--- src/rtl/core/assert_macros.svh ---
// Assertion macros shared by the RTL that checks itself.
`ifndef ASSERT_MACROS_SVH
`define ASSERT_MACROS_SVH

// Check that the antecedent implies the consequent in the same cycle.
`define ASSERT_SAME(label, clk, rst_n, ante, cons) \
    label: assert property (@(posedge clk) disable iff (!(rst_n)) (ante) |-> (cons)) \
        else $error("same-cycle property failed");

// Check that the antecedent implies the consequent in the next cycle.
`define ASSERT_NEXT(label, clk, rst_n, ante, cons) \
    label: assert property (@(posedge clk) disable iff (!(rst_n)) (ante) |=> (cons)) \
        else $error("next-cycle property failed");

`endif

--- src/rtl/core/mtcd_pkg.sv ---
// Shared types, codes and defaults of the multitouch contact debouncer.
`timescale 1ns / 1ps

package mtcd_pkg;

    localparam int DEVICES_DEF = 8;
    localparam int SLOTS_DEF   = 64;

    localparam logic [15:0] DEBOUNCE_RST = 16'd100;

    typedef enum logic [1:0] {
        OP_EVENT      = 2'd0,
        OP_BATCH_END  = 2'd1,
        OP_TICK       = 2'd2,
        OP_SCREEN_OFF = 2'd3
    } opcode_t;

    typedef enum logic [1:0] {
        REG_DEBOUNCE = 2'd0,
        REG_FALLBACK = 2'd1,
        REG_DEV_CNT  = 2'd2
    } reg_idx_t;

    // evdev types
    localparam logic [4:0] EV_SYN = 5'd0;
    localparam logic [4:0] EV_KEY = 5'd1;
    localparam logic [4:0] EV_ABS = 5'd3;

    // evdev codes
    localparam logic [9:0] CODE_DROP_SYNC   = 10'h003;
    localparam logic [9:0] CODE_TOUCH_KEY   = 10'h14a;
    localparam logic [9:0] CODE_SLOT_SELECT = 10'h02f;
    localparam logic [9:0] CODE_TRACK_ID    = 10'h039;

endpackage

--- src/rtl/core/multitouch_contact_debouncer.sv ---
// Multitouch contact debouncer: takes one beat per cycle while the result register is
// free or drains. An accepted beat reads its device's slot entry (slot mask and current
// slot) from a registered-read memory; stage 1 then modifies the entry, writes it back
// and loads the result register when it fires, so a stall of m_ready holds the beat.
// Back-to-back beats of the same device are served by forwarding the write into the
// read. Batch flags, per-device contact bits, the down-since time and the touch state
// live in flip-flops. Screen off clears the registered devices' entries through
// per-entry valid bits, so no clearing pass is needed. Configuration uses an APB port
// with registers at 0x0 (debounce_ms), 0x4 (fallback_mask), 0x8 (device_count).
`timescale 1ns / 1ps
`include "assert_macros.svh"

module multitouch_contact_debouncer
    import mtcd_pkg::*;
#(
    parameter int DEVICES = DEVICES_DEF,
    parameter int SLOTS   = SLOTS_DEF
) (
    input  logic               aclk,
    input  logic               aresetn,
    // configuration
    input  logic               psel,
    input  logic               penable,
    input  logic               pwrite,
    input  logic [3:0]         paddr,
    input  logic [31:0]        pwdata,
    output logic [31:0]        prdata,
    output logic               pready,
    // input channel
    input  logic               s_valid,
    output logic               s_ready,
    input  logic [1:0]         s_opcode,
    input  logic [2:0]         s_device,
    input  logic [4:0]         s_ev_type,
    input  logic [9:0]         s_ev_code,
    input  logic signed [31:0] s_ev_value,
    input  logic [47:0]        s_now_ms,
    // result channel
    output logic               m_valid,
    input  logic               m_ready,
    output logic               m_touching,
    output logic               m_rate_update,
    output logic               m_time_refresh
);

    localparam int DEV_W  = (DEVICES > 1) ? $clog2(DEVICES) : 1;
    localparam int SLOT_W = $clog2(SLOTS);
    localparam int CNT_W  = $clog2(DEVICES + 1);
    localparam int ENT_W  = SLOTS + SLOT_W;

    // configuration registers
    logic [15:0] debounce_reg;
    logic [7:0]  fallback_reg;
    logic [3:0]  dev_cnt_reg;

    // stage-1 item
    logic               s1_valid_reg;
    opcode_t            s1_opcode_reg;
    logic [2:0]         s1_device_reg;
    logic [4:0]         s1_type_reg;
    logic [9:0]         s1_code_reg;
    logic signed [31:0] s1_value_reg;
    logic [47:0]        s1_now_reg;

    // tracker state
    logic [DEVICES-1:0] contact_reg, contact_next;
    logic [DEVICES-1:0] ent_valid_reg, ent_valid_next;
    logic [47:0]        down_since_reg, down_since_next;
    logic               down_valid_reg, down_valid_next;
    logic               touch_reg, touch_next;
    logic               b_open_reg, b_open_next;
    logic               b_state_reg, b_state_next;
    logic               b_press_reg, b_press_next;
    logic               b_contact_reg, b_contact_next;

    // result register
    logic m_valid_reg;
    logic m_touching_reg;
    logic m_rate_reg;
    logic m_refresh_reg;

    logic               s_accept;
    logic               s1_fire;
    logic               cfg_write;
    logic [ENT_W-1:0]   rd_data;
    logic               wr_en;
    logic [DEV_W-1:0]   dev_idx;
    logic [ENT_W-1:0]   wr_data;
    logic [CNT_W-1:0]   reg_cnt;
    logic [DEVICES-1:0] reg_mask;
    logic               valid_dev;
    logic [47:0]        since_diff;
    logic               el_old;
    logic               raw_old;
    logic               rate_upd;
    logic               refresh;

    assign pready    = 1'b1;
    assign cfg_write = psel && penable && pwrite;

    // Hold configuration registers.
    always_ff @(posedge aclk) begin
        if (!aresetn) begin
            debounce_reg <= DEBOUNCE_RST;
            fallback_reg <= '0;
            dev_cnt_reg  <= '0;
        end else if (cfg_write) begin
            case (reg_idx_t'(paddr[3:2]))
                REG_DEBOUNCE: debounce_reg <= pwdata[15:0];
                REG_FALLBACK: fallback_reg <= pwdata[7:0];
                REG_DEV_CNT:  dev_cnt_reg  <= pwdata[3:0];
                default: ;
            endcase
        end
    end

    // Return register contents on reads.
    always_comb begin
        case (reg_idx_t'(paddr[3:2]))
            REG_DEBOUNCE: prdata = {16'd0, debounce_reg};
            REG_FALLBACK: prdata = {24'd0, fallback_reg};
            REG_DEV_CNT:  prdata = {28'd0, dev_cnt_reg};
            default:      prdata = '0;
        endcase
    end

    // Handshake: stage 1 advances when the result register is free or drains.
    assign s1_fire  = s1_valid_reg && (!m_valid_reg || m_ready);
    assign s_ready  = !s1_valid_reg || s1_fire;
    assign s_accept = s_valid && s_ready;

    mtcd_slot_ram #(
        .DEPTH  (DEVICES),
        .WIDTH  (ENT_W),
        .ADDR_W (DEV_W)
    ) u_slot_ram (
        .aclk    (aclk),
        .rd_en   (s_accept),
        .rd_addr (DEV_W'(s_device)),
        .rd_data (rd_data),
        .wr_en   (wr_en),
        .wr_addr (dev_idx),
        .wr_data (wr_data)
    );

    // Registered device count and its mask.
    always_comb begin
        if (5'(dev_cnt_reg) > 5'(DEVICES)) begin
            reg_cnt = CNT_W'(DEVICES);
        end else begin
            reg_cnt = CNT_W'(dev_cnt_reg);
        end
        for (int t = 0; t < DEVICES; t++) begin
            reg_mask[t] = (5'(t) < 5'(reg_cnt));
        end
    end

    assign dev_idx    = DEV_W'(s1_device_reg);
    assign valid_dev  = 5'(s1_device_reg) < 5'(reg_cnt);
    assign since_diff = s1_now_reg - down_since_reg;
    assign el_old     = since_diff >= {32'd0, debounce_reg};
    assign raw_old    = |(contact_reg & reg_mask);

    // Modify the entry and the tracker state for the item in stage 1.
    always_comb begin
        logic [ENT_W-1:0]  ent;
        logic [SLOTS-1:0]  smask;
        logic [SLOTS-1:0]  sbit;
        logic [SLOT_W-1:0] cur;
        logic              raw;
        logic              el;
        logic              eff;

        ent             = rd_data;
        smask           = '0;
        cur             = '0;
        sbit            = '0;
        raw             = 1'b0;
        el              = 1'b0;
        eff             = 1'b0;
        contact_next    = contact_reg;
        ent_valid_next  = ent_valid_reg;
        down_since_next = down_since_reg;
        down_valid_next = down_valid_reg;
        touch_next      = touch_reg;
        b_open_next     = b_open_reg;
        b_state_next    = b_state_reg;
        b_press_next    = b_press_reg;
        b_contact_next  = b_contact_reg;
        rate_upd        = 1'b0;
        refresh         = 1'b0;
        wr_en           = 1'b0;

        if (s1_fire && valid_dev) begin
            if (ent_valid_reg[dev_idx]) begin
                smask = ent[SLOTS-1:0];
                cur   = ent[ENT_W-1:SLOTS];
            end
        end

        // Promote a held contact, or drop a stale down-since.
        if (s1_fire && (s1_opcode_reg != OP_EVENT) && down_valid_reg && !touch_reg) begin
            if (raw_old && el_old) begin
                touch_next = 1'b1;
                refresh    = 1'b1;
                rate_upd   = 1'b1;
            end else if (!raw_old) begin
                down_valid_next = 1'b0;
            end
        end

        if (s1_fire) begin
            case (s1_opcode_reg)
                OP_EVENT: begin
                    if (valid_dev) begin
                        wr_en = 1'b1;
                        ent_valid_next[dev_idx] = 1'b1;
                        // Open a batch on its first event.
                        if (!b_open_reg) begin
                            b_open_next    = 1'b1;
                            b_state_next   = 1'b0;
                            b_press_next   = 1'b0;
                            b_contact_next = contact_reg[dev_idx];
                        end
                        if (s1_type_reg == EV_SYN) begin
                            if (s1_code_reg == CODE_DROP_SYNC) begin
                                smask          = '0;
                                cur            = '0;
                                b_state_next   = 1'b1;
                                b_contact_next = 1'b0;
                            end
                        end else if (s1_type_reg == EV_KEY && s1_code_reg == CODE_TOUCH_KEY) begin
                            if (s1_value_reg == 32'sd0 || s1_value_reg == 32'sd1) begin
                                b_state_next   = 1'b1;
                                b_contact_next = s1_value_reg[0];
                                if (s1_value_reg[0]) begin
                                    b_press_next = 1'b1;
                                end
                            end
                        end else if (fallback_reg[s1_device_reg] && s1_type_reg == EV_ABS) begin
                            if (s1_code_reg == CODE_SLOT_SELECT) begin
                                if (!s1_value_reg[31] &&
                                    ($unsigned(s1_value_reg) < 32'(SLOTS))) begin
                                    cur = s1_value_reg[SLOT_W-1:0];
                                end
                            end else if (s1_code_reg == CODE_TRACK_ID) begin
                                sbit         = {{(SLOTS-1){1'b0}}, 1'b1} << cur;
                                b_state_next = 1'b1;
                                if (!s1_value_reg[31]) begin
                                    smask        = smask | sbit;
                                    b_press_next = 1'b1;
                                end else begin
                                    smask = smask & ~sbit;
                                end
                                b_contact_next = |smask;
                            end
                        end
                    end
                end
                OP_BATCH_END: begin
                    if (valid_dev) begin
                        if (b_open_reg && b_state_reg) begin
                            contact_next[dev_idx] = b_contact_reg;
                            raw = |(contact_next & reg_mask);
                            el  = el_old;
                            if (raw) begin
                                if (!down_valid_next) begin
                                    down_valid_next = 1'b1;
                                    down_since_next = s1_now_reg;
                                    el = (debounce_reg == 16'd0);
                                end
                            end else begin
                                down_valid_next = 1'b0;
                            end
                            eff = raw && down_valid_next && el;
                            if (eff != touch_next) begin
                                touch_next = eff;
                                refresh    = 1'b1;
                                rate_upd   = 1'b1;
                            end else if (eff && b_press_reg) begin
                                refresh = 1'b1;
                            end else if (!raw && touch_next) begin
                                touch_next = 1'b0;
                                refresh    = 1'b1;
                                rate_upd   = 1'b1;
                            end
                        end
                        // Close the batch.
                        b_open_next    = 1'b0;
                        b_state_next   = 1'b0;
                        b_press_next   = 1'b0;
                        b_contact_next = 1'b0;
                    end
                end
                OP_TICK: begin
                    rate_upd = 1'b1;
                end
                OP_SCREEN_OFF: begin
                    // Drop the registered devices' slots and contacts.
                    for (int t = 0; t < DEVICES; t++) begin
                        if (reg_mask[t]) begin
                            contact_next[t]   = 1'b0;
                            ent_valid_next[t] = 1'b0;
                        end
                    end
                    down_valid_next = 1'b0;
                    down_since_next = '0;
                    b_open_next     = 1'b0;
                    b_state_next    = 1'b0;
                    b_press_next    = 1'b0;
                    b_contact_next  = 1'b0;
                    if (touch_next) begin
                        touch_next = 1'b0;
                        refresh    = 1'b1;
                        rate_upd   = 1'b1;
                    end
                end
                default: ;
            endcase
        end

        wr_data = {cur, smask};
    end

    // Advance stage 1 and hold the tracker state.
    always_ff @(posedge aclk) begin
        if (!aresetn) begin
            s1_valid_reg   <= 1'b0;
            contact_reg    <= '0;
            ent_valid_reg  <= '0;
            down_valid_reg <= 1'b0;
            down_since_reg <= '0;
            touch_reg      <= 1'b0;
            b_open_reg     <= 1'b0;
            b_state_reg    <= 1'b0;
            b_press_reg    <= 1'b0;
            b_contact_reg  <= 1'b0;
            m_valid_reg    <= 1'b0;
        end else begin
            if (s_accept) begin
                s1_valid_reg <= 1'b1;
            end else if (s1_fire) begin
                s1_valid_reg <= 1'b0;
            end
            contact_reg    <= contact_next;
            ent_valid_reg  <= ent_valid_next;
            down_valid_reg <= down_valid_next;
            down_since_reg <= down_since_next;
            touch_reg      <= touch_next;
            b_open_reg     <= b_open_next;
            b_state_reg    <= b_state_next;
            b_press_reg    <= b_press_next;
            b_contact_reg  <= b_contact_next;
            if (s1_fire) begin
                m_valid_reg <= 1'b1;
            end else if (m_ready) begin
                m_valid_reg <= 1'b0;
            end
        end
    end

    // Capture the accepted beat and the result payload.
    always_ff @(posedge aclk) begin
        if (s_accept) begin
            s1_opcode_reg <= opcode_t'(s_opcode);
            s1_device_reg <= s_device;
            s1_type_reg   <= s_ev_type;
            s1_code_reg   <= s_ev_code;
            s1_value_reg  <= s_ev_value;
            s1_now_reg    <= s_now_ms;
        end
        if (s1_fire) begin
            m_touching_reg <= touch_next;
            m_rate_reg     <= rate_upd;
            m_refresh_reg  <= refresh;
        end
    end

    assign m_valid        = m_valid_reg;
    assign m_touching     = m_touching_reg;
    assign m_rate_update  = m_rate_reg;
    assign m_time_refresh = m_refresh_reg;

    `ASSERT_SAME(a_touch_needs_down, aclk, aresetn, touch_reg, down_valid_reg)
    `ASSERT_SAME(a_closed_batch_clear, aclk, aresetn, !b_open_reg, !b_state_reg && !b_press_reg && !b_contact_reg)
    `ASSERT_NEXT(a_result_tracks_state, aclk, aresetn, s1_fire, m_valid_reg && (m_touching_reg == touch_reg))
    `ASSERT_NEXT(a_stall_holds_item, aclk, aresetn, s1_valid_reg && !s1_fire, s1_valid_reg)

endmodule

--- src/rtl/core/mtcd_slot_ram.sv ---
// Per-device slot memory with registered read and write-to-read forwarding.
`timescale 1ns / 1ps

module mtcd_slot_ram
    import mtcd_pkg::*;
#(
    parameter int DEPTH  = DEVICES_DEF,
    parameter int WIDTH  = SLOTS_DEF + 6,
    parameter int ADDR_W = (DEPTH > 1) ? $clog2(DEPTH) : 1
) (
    input  logic              aclk,
    input  logic              rd_en,
    input  logic [ADDR_W-1:0] rd_addr,
    output logic [WIDTH-1:0]  rd_data,
    input  logic              wr_en,
    input  logic [ADDR_W-1:0] wr_addr,
    input  logic [WIDTH-1:0]  wr_data
);

    logic [WIDTH-1:0] mem [DEPTH];
    logic [WIDTH-1:0] rd_data_reg;

    // Write back the modified entry.
    always_ff @(posedge aclk) begin
        if (wr_en) begin
            mem[wr_addr] <= wr_data;
        end
    end

    // Read the entry; bypass the write landing on the same entry this edge.
    always_ff @(posedge aclk) begin
        if (rd_en) begin
            if (wr_en && (wr_addr == rd_addr)) begin
                rd_data_reg <= wr_data;
            end else begin
                rd_data_reg <= mem[rd_addr];
            end
        end
    end

    assign rd_data = rd_data_reg;

endmodule
--- config.mk ---
export PLATFORM = sky130hd
export DESIGN_NAME = multitouch_contact_debouncer
export DESIGN_NICKNAME = d
export VERILOG_FILES = /design/src/rtl/core/mtcd_pkg.sv /design/src/rtl/core/multitouch_contact_debouncer.sv /design/src/rtl/core/mtcd_slot_ram.sv
export VERILOG_INCLUDE_DIRS = /design/src /design/src/rtl/core
export SDC_FILE = /design/constraint.sdc
export NUM_CORES = 1
export LEC_CHECK = 0
export BUFFER_PORTS_ARGS = -buffer_cell sky130_fd_sc_hd__buf_2
export CORE_AREA = 4 4 285 287
export CTS_CLUSTER_SIZE = 12
export DETAILED_ROUTE_END_ITERATION = 16
export DIE_AREA = 0 0 289 291
export GPL_TIMING_DRIVEN = 1
export HOLD_SLACK_MARGIN = 0.06
export PLACE_DENSITY = 0.73
export SYNTH_ARGS = -nofsm -noshare
export SYNTH_HDL_FRONTEND = slang
export SYNTH_SLANG_ARGS = --single-unit
--- constraint.sdc ---
create_clock -name aclk -period 9.4 [get_ports aclk]
set_input_delay 0.94 -clock aclk [delete_from_list [all_inputs] [get_ports aclk]]
set_output_delay 0.94 -clock aclk [all_outputs]
set_load 0.005 [all_outputs]
After elaboration in Yosys (flattened, before gate mapping). Memories as Yosys holds them, arrays and structs flattened. A register that Yosys moved wholly into a read port is not among the register bits. Cells that the tools add are included.

Bits in writable memories: 560. Bits in latches: 0. ROM bits: 0. Bits of input ports: 143. Bits in registers: 203. Memories: 1.

Memory list: u_slot_ram.mem (depth 8, width 70, read ports 1, clocked after memory_dff 1, wr ports 1, RTL line mtcd_slot_ram.sv:20) `logic [WIDTH-1:0] mem [DEPTH];`.

Eq/ne operators: 26. Shift operators: 1. Mux-type cells: 144. Divide/modulo/power cells: 0. Multipliers: 0. $add $sub $neg: 1. Reductions and logical operators: 61. $lt $le $gt $ge: 14. Bitwise gates (word level): 6.

Operators with widths (count): $mux W64 (20); $mux W48 (4); $pmux W48 S2 (1); $mux W1 (88); $mux W6 (11); $and A64 B64 Y64 (1); $not A64 Y64 (1); $or A64 B64 Y64 (1); $reduce_or A64 Y1 (1); $shl A1 B6 Y64 const A (1); $ge A48 B16 Y1 (1); $pmux W16 S3 (1); $sub A48 B48 Y48 (1); $reduce_and A5 Y1 (8); $reduce_and A4 Y1 (9); $eq A32 B2 Y1 const B (1); $logic_not A32 Y1 (1); $lt A32 B7 Y1 const B (1); $pmux W8 S2 (2); $ne A2 B2 Y1 const B (13); $mux W8 (3); $eq A10 B6 Y1 const B (2); $logic_and A1 B1 Y1 (18); $and A8 B8 Y8 (2); other kinds (31) (61).

Logic depth before layout (Yosys ltp).
Word-level depth: 25. Mapped depth: 23.

Hierarchy. From an unflattened synthesis, not the netlist that was laid out.

Cells, all modules: 2932. Area total of the unflattened synthesis: 39384.0 um^2.

By module, submodules not included: mtcd_slot_ram (times used 1, area each 24008.0 um^2, cells each 974, seq. area each 18918.1 um^2); multitouch_contact_debouncer (times used 1, area each 15376.0 um^2, cells each 1958, seq. area each 5094.9 um^2).

Worst setup path after synthesis. No wires, ideal clock.

Path kind: flip-flop to flip-flop. Start: register dev_cnt_reg[3]. End: register ent_valid_reg[0]. Cell stages (with the launch flop): 13. Buffers on the path: 4. Library setup time: 0.088 ns. Clock period less this slack: 9.970 ns. Arrival: 9.882 ns. Slack: -0.570 ns. Cells stage by stage: dfxtp_1 clkbuf_1 clkbuf_1 nand2b_1 ha_1 a21o_1 a21oi_1 or2_1 buf_2 nand3_1 clkbuf_1 nor4_1 o221a_2.

Word-level cells in the longest chain between the ends: 5. Elaborated cells on any way between the ends: 7.

Ends and longest elaborated chain: start: declaration (RTL line multitouch_contact_debouncer.sv:54) `logic [3:0] dev_cnt_reg;`; start signal: assignment (RTL line multitouch_contact_debouncer.sv:111) `REG_DEV_CNT: dev_cnt_reg <= pwdata[3:0];`; $gt A4 B4 Y1 (RTL line multitouch_contact_debouncer.sv:148) `if (5'(dev_cnt_reg) > 5'(DEVICES)) begin`; $mux W4 * (RTL line multitouch_contact_debouncer.sv:148); $lt A3 B4 Y1 / $lt A1 B4 Y1 (equally long branches) (RTL line multitouch_contact_debouncer.sv:159, multitouch_contact_debouncer.sv:154); $ne A2 B2 Y1 (no line); $reduce_and A4 Y1 (no line) *; end signal: assignment (RTL line multitouch_contact_debouncer.sv:346) `ent_valid_reg <= ent_valid_next;`; end: declaration (RTL line multitouch_contact_debouncer.sv:67) `logic [DEVICES-1:0] ent_valid_reg, ent_valid_next;`.

Every way passes the cells marked *; elsewhere a longest branch is shown, timed or not. A chain may end at the register's enable or synchronous reset.

Worst setup path after layout.
Start: register s1_device_reg[0] (netlist: dev_idx[0]). End: memory u_slot_ram.mem[1][11] (netlist name) (enable).

Word-level cells in the longest chain between the ends: 6.

Ends and longest elaborated chain: start: declaration (RTL line multitouch_contact_debouncer.sv:59) `logic [2:0] s1_device_reg;`; start signal: assignment (RTL line multitouch_contact_debouncer.sv:366) `s1_device_reg <= s_device;`; $lt A3 B4 Y1 (RTL line multitouch_contact_debouncer.sv:159) `assign valid_dev = 5'(s1_device_reg) < 5'(reg_cnt);`; $mux W1 (RTL line multitouch_contact_debouncer.sv:215) `if (valid_dev) begin`; $mux W1 (RTL line multitouch_contact_debouncer.sv:213) `case (s1_opcode_reg)`; $mux W1 (RTL line multitouch_contact_debouncer.sv:212) `if (s1_fire) begin`; $mux W1 (RTL line mtcd_slot_ram.sv:25) `if (wr_en) begin`; $mux W1 (implied by the code) (RTL line mtcd_slot_ram.sv:26) `mem[wr_addr] <= wr_data;`; end: declaration (RTL line mtcd_slot_ram.sv:20).

Several ways; a longest one is shown, not always the timed one.

==> flow_summary.yaml <==
status:
  outcome: "completed"
drt:
  drc: 0
  drtIter0Drc: 2814
  dr.pass1.iters: 6
  vias: 25800
  routed_wl_um: 97840
  drtAntennaViolNets: 0
  via_per_inst: 6.211
  wl_per_cell_um: 23.56
layout:
  multiInputGateArea_um2: 13860
  fill_cells: 6356
  synthToLayoutAreaGrowth_pct: 10.95
  fin_nets: 3256
  seqCellArea_um2: 24010
  diodes: 0
  drive_gt1_frac: 0.1634
  largest_reg_flops: 560
power:
  p_per_area_nw_per_um2: 181.5
  total_power_mw: 7.849
  p_comb_frac: 0.065
  switchingPower_mw: 1.755
  power.internal_mw: 6.094
  seq_power_share: 0.521
  vdd_drop_max_v: 0.0001632
  sw_frac_of_total: 0.2236
  pwr-share-clk: 0.414
  p_leak_nw: 15.18
sta:
  fin_crit_sh: 0.5593
  final-setup-viol-count: 0
  finalHoldViolCount: 0
  worst_slew_pin_slew_ns: 1.196
  drv_slew: 0
  period_minus_slack_ns: 5.257
  finalSetupTns_ns: 0
  rsz0062_at_grt: "false"
  maxSlewHeadroom: 0.2007
  clock_skew_ns: 0.03280
  timing.fmax_ghz: 0.1902
  hold_ws_ns: 0.4464
hold_path:
  holdPathEnd: "down_since_reg[46]"
  worstHoldStart: "down_since_reg[46]"
  hp-class: "register to register"
  min_delay_path_depth: 2
setup_path:
  cp.required_ns: 9.64
  r2r_end: "u_slot_ram.mem[1][11]"
  reg2reg_depth: 7
  r2r_slack_ns: 4.14
  r2r_start: "dev_idx[0]"
  arrival_ns: 5.50
  start_kind: "register"
  setup.worst_path.end_class: "register"
  worst-setup-path-type: "register to register"
  crit_start: "dev_idx[0]"
  cp_max_fo: 45
placement:
  post-dp-hpwl_um: 60360
  port_buffers: 145
  place_congestion: 0.9163
global_route:
  grt_use_met1: 0.3058
  grt_pass1_vias: 25070
  grt_max_degree: 101
  grt.busiest_layer: "met2"
  antenna_found_initial: 0
  grt_overflow_total: 0
  grt_first_pass_wirelength_um: 148400
  met3_usage: 0.04785
  use_met2: 0.3707
  globalRouteTotalUtil: 0.2280
logic_synthesis:
  synthFlopType: "edfxtp_1"
  synth_edf_count: 733
  yosysTopAreaCell: "edfxtp_1"
  synth_area_per_cell_um2: 13.18
  synth_area_um2: 38970
  yosysUniqueCellTypes: 97
  synth_seq_area_share: 0.6162
  synth_seq_cells: 833
  synthCells: 2957
  synth_top_area_frac: 0.5648
  yosys_warnings: 0
  synthTopCellsByArea: "edfxtp_1 56%, mux4_2 8.2%, dfxtp_1 5.1%, nand2_1 2.9%, mux2i_1 2.9%"
  ys_async_sr_fraction: 0
clock_tree:
  clkLatencyLatePin_ns: 0.65
  clk_pin_slew_ns: 0.06
  tritoncts.num_buffers: 88
  cts_sinks: 833
  post_cts_buffers: 0
  cts_tree: "done"
  htree_levels: 3
  cts-resized-gates: 0
  root_buffer: "clkbuf_16"
  cts_max_path_buffers: 3
  cts_hold_buf: 0
die:
  initial_core_util: 0.4958
  ios: 181
  core_um2: 78610
  rows: 103
  die_y_um: 291
  die-area_um2: 84100
  die_w_um: 289
run:
  drv_cap: 0
-- worst max path at each step --
stage,end,slack [ns],depth (start not counted)
final,u_slot_ram.mem[1][11],4.14,7
after CTS,u_slot_ram.mem[1][13],4.13,7
after global routing,m_rate_update,3.82,18
after floorplan,ent_valid_reg[0],2.60,12
after detailed placement,u_slot_ram.mem[1][13],4.15,7
after global placement,m_rate_update,4.26,18
-- placed cells by master, fill, tap and decap left out, types with 10 or more instances in the layout --
cell	synthesis	layout
o21a_1	21	21
a32o_1	15	15
edfxtp_1	733	733
and3_1	10	10
inv_1	90	90
o31ai_1	52	52
buf_4	25	41
a21boi_1	21	21
clkbuf_1	115	23
conb_1	2	17
a31oi_1	14	13
nor2b_1	32	32
mux4_2	142	142
a21o_1	12	12
nor3_1	44	42
o22ai_1	11	11
clkinv_2	0	11
and2_1	14	13
nor4_1	26	25
clkinv_1	1	13
nand4_1	34	34
mux2i_1	112	112
xnor2_1	12	12
o211ai_1	19	19
clkbuf_16	0	90
a21oi_1	111	111
o21ai_0	199	199
buf_2	38	142
nor2_1	153	145
o21ai_1	26	26
a211oi_1	13	13
xor2_1	15	15
a21boi_0	51	51
nand2_1	302	301
or3_1	13	13
nand3_1	99	98
ha_1	65	65
a22oi_1	19	19
nand2b_1	17	17
dfxtp_1	100	100
-- per-stage QoR --
step / setup WS (ns) / util / instance area [um^2] / instances
after floorplan: 2.597 / - / 39030 / 2972
after global placement: 4.256 / 0.5162 / 40580 / 4007
after detailed placement: 4.146 / 0.5162 / 40580 / 4007
after CTS: 4.127 / 0.5500 / 43240 / 4153
after global routing: 3.818 / 0.5500 / 43240 / 4153
final: 4.143 / 0.5500 / 43240 / 4153
-- metal layers --
layer | vias to the layer above | wire (um)
li1 | 11560 | -
met1 | 12720 | 38690
met2 | 1282 | 46600
met3 | 243 | 9085
met4 | 0 | 3463
met5 | - | 0
-- synth_stat cells (all sizes together) (12+ instances only) --
master,number
a21boi,73
a31oi,14
nor3,45
o21a,21
a22oi,19
o21ai,228
and2,15
nand2,305
mux4,142
nand3,99
nand4,35
clkbuf,115
nor4,28
a211oi,14
a21oi,120
ha,65
o31ai,52
o211ai,20
dfxtp,100
xnor2,12
inv,91
or3,13
xor2,15
or2,12
edfxtp,733
a32o,15
buf,85
nor2b,32
nand2b,17
mux2i,112
a21o,12
nor2,158
-- worst max-delay path: stages (launching register included) --
cell,delay [ns]
edfxtp_1,0.70
or3b_1,0.47
a21o_1,0.19
a21oi_1,0.22
or2_1,0.36
nand3_2,0.79
nor2_4,1.25
buf_4,0.83
-- area by class of cell --
cell class,count,area share
well taps,1050,0.03038
clock buffers,114,0.05440
repair buffers,185,0.02416
clock inverters,32,0.007118
inverters,92,0.007987
flip-flops and latches,833,0.5554
multi-input cells,1847,0.3206
-- power groups by stage --
stage	logic, mW	clock network [mW]	registers (mW)
4_1_cts	0.507	3.31	4.09
3_3_place_gp	0.500	0	4.16
3_5_place_dp	0.505	0	4.16
6_report	0.511	3.25	4.09
5_1_grt	0.557	3.47	4.09
2_1_floorplan	0.366	0	4.14
-- cells by family (layout without fill, tap and decap cells) --
logic type               count (synthesis)  count (layout)  share of synthesized area
flip-flops                             833             833                     0.6162
multiplexers                           261             261                     0.1128
buffers and inverters                  292             423                    0.03252
XOR/XNOR                                27              27                   0.006068
other                                    2              17                  0.0001927
AND/OR/NAND/NOR                        798             798                    0.09686
AO/OA/AOI/OAI                          678             678                     0.1140
adder cells (fa/ha/maj)                 66              66                    0.02138
No activity file was read; power rests on OpenSTA's default activity.
